==> config.mk <==
export PLATFORM = sky130hd
export DESIGN_NAME = encoder_velocity_estimator
export DESIGN_NICKNAME = d
export VERILOG_FILES = /design/src/rtl/evest_pkg.sv /design/src/rtl/evest_ram.sv /design/src/rtl/evest_div.sv /design/src/rtl/encoder_velocity_estimator.sv
export SDC_FILE = /design/constraint.sdc
export NUM_CORES = 2
export LEC_CHECK = 0
export ABC_AREA = 1
export BUFFER_PORTS_ARGS = -buffer_cell sky130_fd_sc_hd__buf_2
export CAP_MARGIN = 20
export CORE_UTILIZATION = 50
export DETAILED_ROUTE_END_ITERATION = 7
export PLACE_DENSITY = 0.66
export SYNTH_ARGS = -nofsm -noshare
export SYNTH_HDL_FRONTEND = slang
export SYNTH_HIERARCHICAL = 1
export SYNTH_SLANG_ARGS = --single-unit
==> constraint.sdc <==
create_clock -name clk -period 12.29 [get_ports clk]
set_clock_uncertainty 0.15 [all_clocks]
set_input_delay 2.458 -clock clk [delete_from_list [all_inputs] [get_ports clk]]
set_output_delay 2.458 -clock clk [all_outputs]
set_load 0.01 [all_outputs]
==> src/rtl/evest_pkg.sv <==
// Shared types and constants of the encoder velocity estimator.
package evest_pkg;

  // Counts per second scale applied to a count difference
  localparam int unsigned US_PER_S = 1000000;
  // Unity weight of the exponential average
  localparam int unsigned EMA_ONE = 256;
  // Bits of a count difference times one million, signed
  localparam int unsigned VPROD_W = 37;

  // Filter modes
  localparam logic [1:0] MODE_NONE = 2'd0;
  localparam logic [1:0] MODE_EMA  = 2'd1;
  localparam logic [1:0] MODE_SMA  = 2'd2;

  // Configuration register indexes
  localparam logic CFG_MODE    = 1'b0;
  localparam logic CFG_SETTING = 1'b1;

  // Input item operations
  localparam logic OP_SAMPLE = 1'b0;
  localparam logic OP_CLEAR  = 1'b1;

  // Sequencer states
  typedef enum logic [7:0] {
    S_IDLE = 8'b0000_0001,
    S_HRD  = 8'b0000_0010,
    S_DIV  = 8'b0000_0100,
    S_FILT = 8'b0000_1000,
    S_SUM  = 8'b0001_0000,
    S_MDIV = 8'b0010_0000,
    S_OUT  = 8'b0100_0000,
    S_VDIV = 8'b1000_0000
  } state_t;

endpackage

==> src/rtl/evest_ram.sv <==
// Generic simple dual-port RAM with registered read.
module evest_ram #(
  parameter int WIDTH = 32,
  parameter int DEPTH = 32
) (
  input  logic                     clk,
  input  logic                     we,
  input  logic [$clog2(DEPTH)-1:0] waddr,
  input  logic [WIDTH-1:0]         wdata,
  input  logic [$clog2(DEPTH)-1:0] raddr,
  output logic [WIDTH-1:0]         rdata
);

  logic [WIDTH-1:0] mem [DEPTH];

  // Write port and registered read port
  always_ff @(posedge clk) begin
    if (we) begin
      mem[waddr] <= wdata;
    end
    rdata <= mem[raddr];
  end

endmodule

==> src/rtl/evest_div.sv <==
// Iterative restoring divider, one quotient bit per cycle, unsigned.
module evest_div #(
  parameter int DW = 38
) (
  input  logic          clk,
  input  logic          rst,
  input  logic          start,
  input  logic [DW-1:0] num,
  input  logic [31:0]   den,
  output logic          done,
  output logic [DW-1:0] quo
);

  logic [DW-1:0]          num_r;
  logic [31:0]            den_r;
  logic [31:0]            rem;
  logic [$clog2(DW+1)-1:0] cnt;
  logic                   busy;
  logic [32:0]            trial;
  logic                   qbit;

  // Shift in the next dividend bit and try a subtract
  always_comb begin
    trial = {rem, num_r[DW-1]};
    qbit  = (trial >= {1'b0, den_r});
  end

  always_ff @(posedge clk) begin
    if (rst) begin
      busy <= 1'b0;
      done <= 1'b0;
      cnt  <= '0;
    end else begin
      done <= 1'b0;
      if (start) begin
        num_r <= num;
        den_r <= den;
        rem   <= '0;
        cnt   <= ($clog2(DW+1))'(DW);
        busy  <= 1'b1;
      end else if (busy) begin
        rem   <= qbit ? 32'(trial - {1'b0, den_r}) : trial[31:0];
        num_r <= {num_r[DW-2:0], qbit};
        cnt   <= cnt - 1'b1;
        if (cnt == ($clog2(DW+1))'(1)) begin
          busy <= 1'b0;
          done <= 1'b1;
        end
      end
    end
  end

  assign quo = num_r;

endmodule

==> src/rtl/encoder_velocity_estimator.sv <==
// Top level: position tracking, velocity division and filter sequencer.
//
//  channel  | handshake           | beat
//  ---------+---------------------+-------------------------------
//  in       | in_valid / in_stall | op, raw_count, time_us
//  out      | out_valid/out_stall | position, velocity
//  cfg      | cfg_valid/cfg_ready | cfg_index, cfg_data
//
// One item at a time. A sample passes the history read, the velocity division
// (skipped when not needed), the filter step, for the moving average a summing
// pass over the average memory at one read per cycle and the mean division,
// and the output state. A clear item goes straight to the output state. A
// waiting result holds the block in its output state until taken. Register
// writes are taken only when idle with no input pending. Synchronous reset
// clears control state; no clearing pass.
module encoder_velocity_estimator #(
  parameter int HISTORY_DEPTH = 5,
  parameter int AVERAGE_DEPTH = 32
) (
  input  logic               clk,
  input  logic               rst,
  input  logic               in_valid,
  output logic               in_stall,
  input  logic               op,
  input  logic [15:0]        raw_count,
  input  logic [31:0]        time_us,
  output logic               out_valid,
  input  logic               out_stall,
  output logic signed [63:0] position,
  output logic signed [31:0] velocity,
  input  logic               cfg_valid,
  output logic               cfg_ready,
  input  logic               cfg_index,
  input  logic [7:0]         cfg_data
);

  localparam int HA = $clog2(HISTORY_DEPTH);
  localparam int HF = $clog2(HISTORY_DEPTH + 1);
  localparam int AA = $clog2(AVERAGE_DEPTH);
  localparam int AF = $clog2(AVERAGE_DEPTH + 1);
  localparam int SUM_W = 32 + AF;
  localparam int DIV_W = (SUM_W > 36) ? SUM_W : 36;
  localparam int VP = evest_pkg::VPROD_W;

  evest_pkg::state_t state;

  // Architectural registers
  logic [1:0]         filter_mode;
  logic [7:0]         filter_setting;
  logic signed [63:0] position_sum;
  logic [15:0]        previous_raw;
  logic [HA-1:0]      hist_head;
  logic [HF-1:0]      hist_fill;
  logic signed [31:0] filtered;
  logic [AA-1:0]      avg_head;
  logic [AF-1:0]      avg_fill;

  // Work registers
  logic [15:0]          raw_r;
  logic [31:0]          time_r;
  logic signed [31:0]   vraw;
  logic                 neg;
  logic signed [SUM_W-1:0] sum;
  logic [AF-1:0]        ridx;
  logic                 rpend;

  // Memory and divider hookups
  logic          hist_we;
  logic [HA-1:0] hist_raddr;
  logic [47:0]   hist_rdata;
  logic          avg_we;
  logic [AA-1:0] avg_waddr;
  logic [AA-1:0] avg_raddr;
  logic [31:0]   avg_rdata;
  logic          div_start;
  logic [DIV_W-1:0] div_num;
  logic [31:0]   div_den;
  logic          div_done;
  logic [DIV_W-1:0] div_quo;

  logic          accept;
  logic [HA-1:0] hh_eff;
  logic [HA-1:0] hh_next;
  logic [HF-1:0] hf_next;
  logic signed [15:0] pos_delta;
  logic signed [15:0] cnt_delta;
  logic [31:0]   dt;
  logic signed [VP-1:0] vprod;
  logic [VP-1:0] vmag;
  logic [AF-1:0] win;
  logic [AA-1:0] ah_eff;
  logic [AA-1:0] ah_next;
  logic signed [32:0] ema_diff;
  logic signed [42:0] ema_prod;
  logic signed [42:0] ema_adj;
  logic signed [42:0] ema_d;
  logic [8:0]    ema_w;
  logic [SUM_W-1:0] sum_mag;
  logic out_free;

  assign accept    = in_valid && !in_stall;
  assign in_stall  = (state != evest_pkg::S_IDLE);
  assign cfg_ready = (state == evest_pkg::S_IDLE) && !in_valid;
  assign out_free  = !out_valid || !out_stall;

  // History slot bookkeeping for an incoming sample
  always_comb begin
    hh_eff  = (32'(hist_head) >= 32'(HISTORY_DEPTH)) ? '0 : hist_head;
    hh_next = (32'(hh_eff) + 1 == 32'(HISTORY_DEPTH)) ? '0 : HA'(32'(hh_eff) + 1);
    hf_next = (32'(hist_fill) < 32'(HISTORY_DEPTH)) ? HF'(32'(hist_fill) + 1) : hist_fill;
    pos_delta  = signed'(raw_count - previous_raw);
    hist_we    = accept && (op == evest_pkg::OP_SAMPLE);
    hist_raddr = (32'(hf_next) < 32'(HISTORY_DEPTH)) ? '0 : hh_next;
  end

  // Count difference to the oldest entry, scaled to counts per second
  always_comb begin
    cnt_delta = signed'(raw_r - hist_rdata[47:32]);
    dt        = time_r - hist_rdata[31:0];
    vprod     = VP'(cnt_delta) * VP'(evest_pkg::US_PER_S);
    vmag      = vprod[VP-1] ? VP'(-vprod) : VP'(vprod);
  end

  // Moving-average window and write slot
  always_comb begin
    if (filter_setting < 8'd2) begin
      win = AF'(2);
    end else if (32'(filter_setting) > 32'(AVERAGE_DEPTH)) begin
      win = AF'(AVERAGE_DEPTH);
    end else begin
      win = AF'(filter_setting);
    end
    ah_eff  = (32'(avg_head) >= 32'(win)) ? '0 : avg_head;
    ah_next = (32'(ah_eff) + 1 == 32'(win)) ? '0 : AA'(32'(ah_eff) + 1);
    avg_we    = (state == evest_pkg::S_FILT) && (filter_mode == evest_pkg::MODE_SMA);
    avg_waddr = ah_eff;
    avg_raddr = AA'(ridx);
  end

  // Exponential average step, truncated toward zero
  always_comb begin
    ema_w    = 9'(evest_pkg::EMA_ONE) - 9'(filter_setting);
    ema_diff = 33'(vraw) - 33'(filtered);
    ema_prod = 43'(ema_diff) * 43'(signed'({1'b0, ema_w}));
    ema_adj  = ema_prod + (ema_prod[42] ? 43'sd255 : 43'sd0);
    ema_d    = ema_adj >>> 8;
    sum_mag  = sum[SUM_W-1] ? SUM_W'(-sum) : SUM_W'(sum);
  end

  // Divider operands
  always_comb begin
    div_start = 1'b0;
    div_num   = DIV_W'(vmag);
    div_den   = dt;
    if (state == evest_pkg::S_HRD) begin
      div_start = (32'(hist_fill) >= 2) && (dt != 32'd0);
    end else if (state == evest_pkg::S_SUM) begin
      div_start = (ridx == avg_fill) && !rpend;
      div_num   = DIV_W'(sum_mag);
      div_den   = 32'(avg_fill);
    end
  end

  // Sequencer and state updates
  always_ff @(posedge clk) begin
    if (rst) begin
      state          <= evest_pkg::S_IDLE;
      filter_mode    <= evest_pkg::MODE_NONE;
      filter_setting <= '0;
      position_sum   <= '0;
      previous_raw   <= '0;
      hist_head      <= '0;
      hist_fill      <= '0;
      filtered       <= '0;
      avg_head       <= '0;
      avg_fill       <= '0;
      out_valid      <= 1'b0;
      rpend          <= 1'b0;
      ridx           <= '0;
    end else begin
      // Result taken; the output state refills it itself
      if (out_valid && !out_stall && (state != evest_pkg::S_OUT)) begin
        out_valid <= 1'b0;
      end

      // Register writes clear the filter
      if (cfg_valid && cfg_ready) begin
        if (cfg_index == evest_pkg::CFG_MODE) begin
          filter_mode <= (cfg_data[1:0] == 2'd3) ? evest_pkg::MODE_NONE : cfg_data[1:0];
        end else begin
          filter_setting <= cfg_data;
        end
        filtered <= '0;
        avg_head <= '0;
        avg_fill <= '0;
      end

      case (state)
        evest_pkg::S_IDLE: begin
          if (accept) begin
            if (op == evest_pkg::OP_CLEAR) begin
              position_sum <= '0;
              previous_raw <= '0;
              hist_head    <= '0;
              hist_fill    <= '0;
              filtered     <= '0;
              avg_head     <= '0;
              avg_fill     <= '0;
              state        <= evest_pkg::S_OUT;
            end else begin
              position_sum <= position_sum + 64'(pos_delta);
              previous_raw <= raw_count;
              hist_head    <= hh_next;
              hist_fill    <= hf_next;
              raw_r        <= raw_count;
              time_r       <= time_us;
              state        <= evest_pkg::S_HRD;
            end
          end
        end
        evest_pkg::S_HRD: begin
          neg <= vprod[VP-1];
          if (div_start) begin
            state <= evest_pkg::S_VDIV;
          end else begin
            vraw  <= '0;
            state <= evest_pkg::S_FILT;
          end
        end
        evest_pkg::S_VDIV: begin
          state <= evest_pkg::S_DIV;
        end
        evest_pkg::S_DIV: begin
          if (div_done) begin
            // Saturate to the signed 32-bit range
            if (!neg) begin
              vraw <= (div_quo > DIV_W'(32'h7FFF_FFFF)) ? 32'sh7FFF_FFFF
                                                         : signed'(div_quo[31:0]);
            end else begin
              vraw <= (div_quo >= DIV_W'(32'h8000_0000)) ? 32'sh8000_0000
                                                          : signed'(-div_quo[31:0]);
            end
            state <= evest_pkg::S_FILT;
          end
        end
        evest_pkg::S_FILT: begin
          case (filter_mode)
            evest_pkg::MODE_EMA: begin
              filtered <= (filter_setting == 8'd0) ? vraw : filtered + ema_d[31:0];
              state    <= evest_pkg::S_OUT;
            end
            evest_pkg::MODE_SMA: begin
              avg_head <= ah_next;
              if (avg_fill < win) begin
                avg_fill <= avg_fill + 1'b1;
              end
              sum   <= '0;
              ridx  <= '0;
              rpend <= 1'b0;
              state <= evest_pkg::S_SUM;
            end
            default: begin
              filtered <= vraw;
              state    <= evest_pkg::S_OUT;
            end
          endcase
        end
        evest_pkg::S_SUM: begin
          // One read a cycle, accumulate in the cycle after the read
          if (ridx != avg_fill) begin
            ridx  <= ridx + 1'b1;
            rpend <= 1'b1;
          end else begin
            rpend <= 1'b0;
          end
          if (rpend) begin
            sum <= sum + SUM_W'(signed'(avg_rdata));
          end
          if (div_start) begin
            neg   <= sum[SUM_W-1];
            state <= evest_pkg::S_MDIV;
          end
        end
        evest_pkg::S_MDIV: begin
          if (div_done) begin
            filtered <= neg ? signed'(-div_quo[31:0]) : signed'(div_quo[31:0]);
            state    <= evest_pkg::S_OUT;
          end
        end
        evest_pkg::S_OUT: begin
          if (out_free) begin
            position  <= position_sum;
            velocity  <= filtered;
            out_valid <= 1'b1;
            state     <= evest_pkg::S_IDLE;
          end
        end
        default: begin
          state <= evest_pkg::S_IDLE;
        end
      endcase
    end
  end

  // Count and time history
  evest_ram #(.WIDTH(48), .DEPTH(HISTORY_DEPTH)) u_hist (
    .clk   (clk),
    .we    (hist_we),
    .waddr (hh_eff),
    .wdata ({raw_count, time_us}),
    .raddr (hist_raddr),
    .rdata (hist_rdata)
  );

  // Moving-average samples
  evest_ram #(.WIDTH(32), .DEPTH(AVERAGE_DEPTH)) u_avg (
    .clk   (clk),
    .we    (avg_we),
    .waddr (avg_waddr),
    .wdata (vraw),
    .raddr (avg_raddr),
    .rdata (avg_rdata)
  );

  // Shared divider for velocity and mean
  evest_div #(.DW(DIV_W)) u_div (
    .clk   (clk),
    .rst   (rst),
    .start (div_start),
    .num   (div_num),
    .den   (div_den),
    .done  (div_done),
    .quo   (div_quo)
  );

endmodule

---- Word-level counts from Yosys, hierarchy flattened ----
Memory sizes are Yosys's and may differ from the RTL's. A register that Yosys moved wholly into a read port is not among the register bits.
Index checks and enable logic that the tools add are counted.
operators by class
  add/subtract/negate cells ............... 19
  eq/ne operators ......................... 27
  magnitude comparators ................... 11
  $mul .................................... 2
  mux-type cells .......................... 84
  reductions and logical operators ........ 36
  bitwise logic cells ..................... 4
operators by type and width
  operator                  number
  $mux W32                  15
  $mux W38                  7
  $pmux W32 S2              2
  $pmux W32 S3              1
  $pmux W38 S2              1
  $mux W6                   11
  $add A64 B16 Y64          1
  $mux W64                  1
  $pmux W8 S8               1
  $sub A32 B32 Y32          2
  $mux W8                   7
  $mul A33 B10 Y43          1
  $add A40 B9 Y40           1
  $add A38 B32 Y38          1
  $ge A38 B32 Y1 const B    1
  $gt A38 B31 Y1 const B    1
  $neg A38 Y38              1
  $mul A37 B14 Y31 const B  1
  $mux W37                  1
  $neg A37 Y37              1
  $ge A33 B32 Y1            1
  $sub A32 B32 Y33          1
  $add A32 B32 Y32          1
  $eq A32 B3 Y1 const B     1
  55 further kinds          121
word-level totals
  input bits .............................. 63
  memories kept ........................... 2
  register bits ........................... 480
  output and inout port bits .............. 99
  bits in writable memories ............... 1,264
  word-level logic and storage cells ...... 212
memories
  memory      depth  width  rd ports  clocked after Yosys merged registers in  write ports  line             text
  u_avg.mem   32     32     1         1                                        1            evest_ram.sv:14  logic [WIDTH-1:0] mem [DEPTH];
  u_hist.mem  5      48     1         1                                        1            evest_ram.sv:14

---- Longest topological paths before layout ----
  depth after elaboration ................. 10
  mapped depth ............................ 67
  gate-level depth less buffers ........... 66

---- Cells and area by module ----
Netlist, hierarchy kept.
by module, submodules not included
  module                      area each (µm²)  seq. area each (µm²)  cells an instance  instances
  encoder_velocity_estimator  46,389.5         9,559.2               6,507              1
  evest_ram at u_avg          42,405.7         31,390.1              3,536              1
  evest_ram at u_hist         11,103.1         8,167.8               1,015              1
  evest_div                   7,543.5          3,223.1               1,035              1

---- Worst setup path before layout ----
OpenSTA, ideal clock, no wires.
  path type ............................... register to register
  start ................................... register vraw[2]
  end ..................................... register filtered[30]
  arrival ................................. 9,525 ps
  required time ........................... 12,030 ps
  clock period less this slack ............ 9,785 ps
  cell stages (with the launch flop) ...... 58
  setup slack ............................. 2,505 ps
  cell sequence ........................... edfxtp_1 -> ha_1 -> a21oi_1 -> nand2_1 -> a21oi_2 -> o21ai_1 -> a21oi_1 -> o21bai_2 -> a21boi_2 -> nor3_1 -> nor2_1 -> o21ai_1 -> a21boi_1 -> xnor2_1 -> nand2_1 -> fa_1 -> inv_1 -> fa_1 -> (+22 left out) -> nor2_2 -> xor2_1 -> inv_1 -> ha_1 -> nand2_1 -> nor2_1 -> and3_1 -> nand4_1 -> nand3_1 -> a21o_1 -> a21boi_0 -> o21ai_0 -> xnor2_1 -> nor2_1 -> o21ai_0 -> o221ai_1 -> nand2_1 -> inv_1
between the ends
  longest elaborated chain between the ends .. 8
RTL lines
  element                 line                               text
  start, declared         encoder_velocity_estimator.sv:61   logic signed [31:0] vraw;
  start signal, assigned  encoder_velocity_estimator.sv:237  vraw <= (div_quo > DIV_W'(32'h7FFF_FFFF)) ? 32'sh7FFF_FFFF
  start signal, assigned  encoder_velocity_estimator.sv:240  vraw <= (div_quo >= DIV_W'(32'h8000_0000)) ? 32'sh8000_0000
  $sub A32 B32 Y33 *      encoder_velocity_estimator.sv:143  ema_diff = 33'(vraw) - 33'(filtered);
  $mul A33 B10 Y43 *      encoder_velocity_estimator.sv:144  ema_prod = 43'(ema_diff) * 43'(signed'({1'b0, ema_w}));
  $mux W8                 encoder_velocity_estimator.sv:145  ema_adj = ema_prod + (ema_prod[42] ? 43'sd255 : 43'sd0);
  $add A40 B9 Y40 *       encoder_velocity_estimator.sv:145
  $add A32 B32 Y32 *      encoder_velocity_estimator.sv:249  filtered <= (filter_setting == 8'd0) ? vraw : filtered + ema_d[31:0];
  $mux W32 *              encoder_velocity_estimator.sv:249
  $pmux W32 S2 *          encoder_velocity_estimator.sv:247  case (filter_mode)
  $pmux W32 S3 *          encoder_velocity_estimator.sv:198  case (state)
  end signal, assigned    encoder_velocity_estimator.sv:249
  end signal, assigned    encoder_velocity_estimator.sv:263  filtered <= vraw;
  end signal, assigned    encoder_velocity_estimator.sv:286  filtered <= neg ? signed'(-div_quo[31:0]) : signed'(div_quo[31:0]);
  end, declared           encoder_velocity_estimator.sv:54   logic signed [31:0] filtered;
Mark *: on every way between the ends. The rest lies on a longest branch, timed or not.
A chain may end at the register's enable or synchronous reset.

---- Worst setup path in the final report ----
  start ................................... register vraw[1]
  end ..................................... register filtered[28]
Same word-level chain as after synthesis.

==> impl_metrics.yaml <==
routing:
  wl_met3_mm: 25.17
  drt-wirelength-per-cell_um: 21.95
  top_layer: "met5"
  met1Wirelength_mm: 140.0
  ant_nets: 0
  via_count: 85360
  drt_iter0_drc: 8753
  dr.pass1.iters: 8
  drc: 4
  drt-total-wl_mm: 333.9
  wl_met2_mm: 155.9
  routed_via_density: 5.613
placed_design:
  placed_area_mm2: 0.1111
  globalplace.congestion: 0.9779
  dp_hpwl_mm: 226.8
  port-buffer-count: 161
grt:
  grt_usage_pct: 30.57
  antenna_found_initial: 22
  grt_pass1_wl_mm: 504.3
  grt_overflow: 0
  grt_max_degree: 172
  grt_pass1_vias: 82970
timing:
  finalCritPeriodShare_pct: 92.02
  fmax_mhz: 88.42
  tightest_slew_ns: 1.205
  maxSlewHeadroom_pct: 19.69
  hold_viol: 0
  rsz0062_at_grt: "no"
  setup_viol: 0
  tns_ns: 0
  maxSlewViolCount: 0
  period_needed_ns: 11.31
floorplan:
  num_rows: 169
  fp.dieArea_mm2: 0.2167
  initial_utilization_pct: 50.51
  die_w_um: 465.6
  ios: 162
  core-area_mm2: 0.2127
  die_height_um: 465.6
layout:
  multi_input_area_mm2: 0.04680
  syn2layout_area_growth_pct: 9.464
  drive_above_1_share_pct: 7.084
  fillers: 19100
  utilization_pct: 55.29
  final_area_mm2: 0.1176
  regArea_mm2: 0.05236
  fin_nets: 13060
clock_tree:
  cts_made_buffers: 192
  clk_latency_ns: 0.87
  clkTransAtPathRegs_ns: 0.06
  cts_buffer_depth: 3
  root_buffer: "clkbuf_16"
  cts_tree: "done"
  htree_levels: 4
  ctsHoldBuffers: 0
  cts_sinks: 1824
setup_path:
  cp-startpoint: "vraw[1]"
  cpPeakStageDelay_ns: 0.56
  crit_end: "filtered[28]"
  ff2ff_path_depth: 56
  crit_arrival_ns: 11.89
  worstReg2RegStart: "vraw[1]"
  cp.required_ns: 12.87
  r2r_setup_slack_ns: 0.98
  crit_type: "reg -> reg"
  worstSetupEndpointType: "flop"
  crit_fanout: 34
  cp_common_cell: "inv_1"
  crit_path_top_delay_cell: "fa_1"
  cp-start-kind: "flop"
  regToRegEndpoint: "filtered[28]"
yosys:
  synth_cells: 12090
  synth_nets: 12940
  yosysWarnings: 6
  netlist_area_mm2: 0.1074
  synthTopCellsByArea: "edfxtp_1, nand2_1, fa_1"
  synth-edff-count: 1581
  async_flop_share_pct: 0
  avgSynthCellArea_um2: 8.885
  yosysTopAreaCell: "edfxtp_1"
  yosysTopAreaCellShare_pct: 44.19
  synth_cell_types: 84
  ys.flop_type: "edfxtp_1"
  ys_ff_latch: 1824
  seq_area_frac_synth_pct: 48.71
flow_run:
  maxCapViolations: 0
hold_path:
  hold_path_class: "reg -> reg"
outcome:
  status: "finished with violations"
  violations: "DRC"
kinds of logic (layout without fill, tap and decap cells):
group,count (synthesis),count (layout),synth area share [%]
xor gates and xnor gates,207,207,1.694
other,0,7,0
DFF,1824,1824,48.71
buffers and inverters,2082,2369,8.091
adders and majority gates,782,782,11.38
and+or+nand+nor,5918,5918,23.18
muxes,1,1,0.009317
AOI/OAI and AO/OA,1279,1279,6.923
synthesized netlist by cell type (14+ instances only):
cell	count
a21o_1	28
a21oi_1	551
a31oi_1	69
a32o_1	35
buf_1	29
buf_2	108
buf_4	34
buf_6	74
clkbuf_1	154
dfxtp_1	243
edfxtp_1	1581
fa_1	326
ha_1	456
inv_1	1650
inv_2	20
nand2_1	3482
nand2_2	24
nand3_1	1182
nand3_2	14
nand3b_1	19
nand4_1	79
nor2_1	840
nor2_2	28
nor3_1	94
nor4_1	35
o2111ai_1	17
o211ai_1	36
o21a_1	33
o21ai_0	329
o21ai_1	29
o21bai_1	21
o221ai_1	22
o22ai_1	26
or2_2	58
xnor2_1	64
xor2_1	142
metrics by stage:
step	std cells	hold WS, ns	setup WS, ns
floorplan	12090	0.2652	2.505
global placement	14840	0.2761	0.9316
detailed placement	14840	0.2777	1.040
CTS	15200	0.2785	0.9829
global route	15200	0.2879	0.05311
finish	15210	0.2702	0.9807
critical path, delay by kind of cell, from the launching register on:
family / cells / cell delay (ns)
buffers and inverters: 9 / 1.14
adder cells (fa/ha/maj): 8 / 3.58
flip-flops: 1 / 0.36
AO/OA/AOI/OAI: 11 / 2.11
XOR/XNOR: 3 / 0.85
AND/OR/NAND/NOR: 25 / 2.98
flip-flops by register name (all words and copies together) (netlist names), 38 cells and up:
register / cells
u_avg/mem: 1024
u_hist/mem: 240
position: 64
position_sum: 64
u_hist/rdata: 48
sum: 38
u_div/quo: 38
layout by cell type, fill, tap and decap left out, drive strengths merged, types with 6 or more instances in the layout:
master,n
a211oi,7
a21boi,16
a21o,28
a21oi,557
a221oi,11
a31oi,69
a32o,35
and2,11
and3,8
buf,328
bufinv,17
clkbuf,244
clkinv,85
clkinvlp,14
dfxtp,243
diode,7
edfxtp,1581
fa,326
ha,456
inv,1681
nand2,3515
nand3,1198
nand3b,19
nand4,79
nor2,875
nor3,102
nor3b,6
nor4,39
o2111ai,17
o211ai,37
o21a,33
o21ai,360
o21bai,22
o221a,6
o221ai,22
o22ai,26
o31ai,9
or2,60
xnor2,64
xor2,143
worst min path at each step:
stage                             endpoint  slack [ns]  depth (start not counted)               from
after floorplan           u_hist/rdata[46]        0.27                          2  u_hist/mem[4][46]
after global placement    u_hist/rdata[25]        0.28                          2  u_hist/mem[4][25]
after detailed placement  u_hist/rdata[16]        0.28                          2  u_hist/mem[4][16]
after CTS                 u_hist/rdata[43]        0.28                          2  u_hist/mem[4][43]
after global routing      u_hist/rdata[43]        0.29                          2  u_hist/mem[4][43]
final                     u_hist/rdata[43]        0.27                          2  u_hist/mem[4][43]
repair_timing:
action                     CTS  global route
resized for setup            0             3
buffers inserted             0             0
setup endpoints to repair    0             7
final cells by class:
| cell class | instances | area share (%) |
|---|---|---|
| sequential | 1824 | 44.52 |
| multi-input combinational | 8187 | 39.79 |
| inverter | 1679 | 5.383 |
| clock buffer | 244 | 4.418 |
| tap | 2821 | 3.001 |
| timing repair buffer | 328 | 1.765 |
| clock inverter | 118 | 1.109 |
| antenna | 7 | 0.01489 |
per-layer routing:
metal  global-route usage, %  vias to the layer above
met5                       0                        -
met4                   11.32                       22
met3                   4.835                      603
met2                   49.93                     3388
met1                   41.08                    41180
li1                        -                    40160
Power is not shown: default switching activity piles up to over one toggle a cycle in this logic, so the estimate is an artifact.
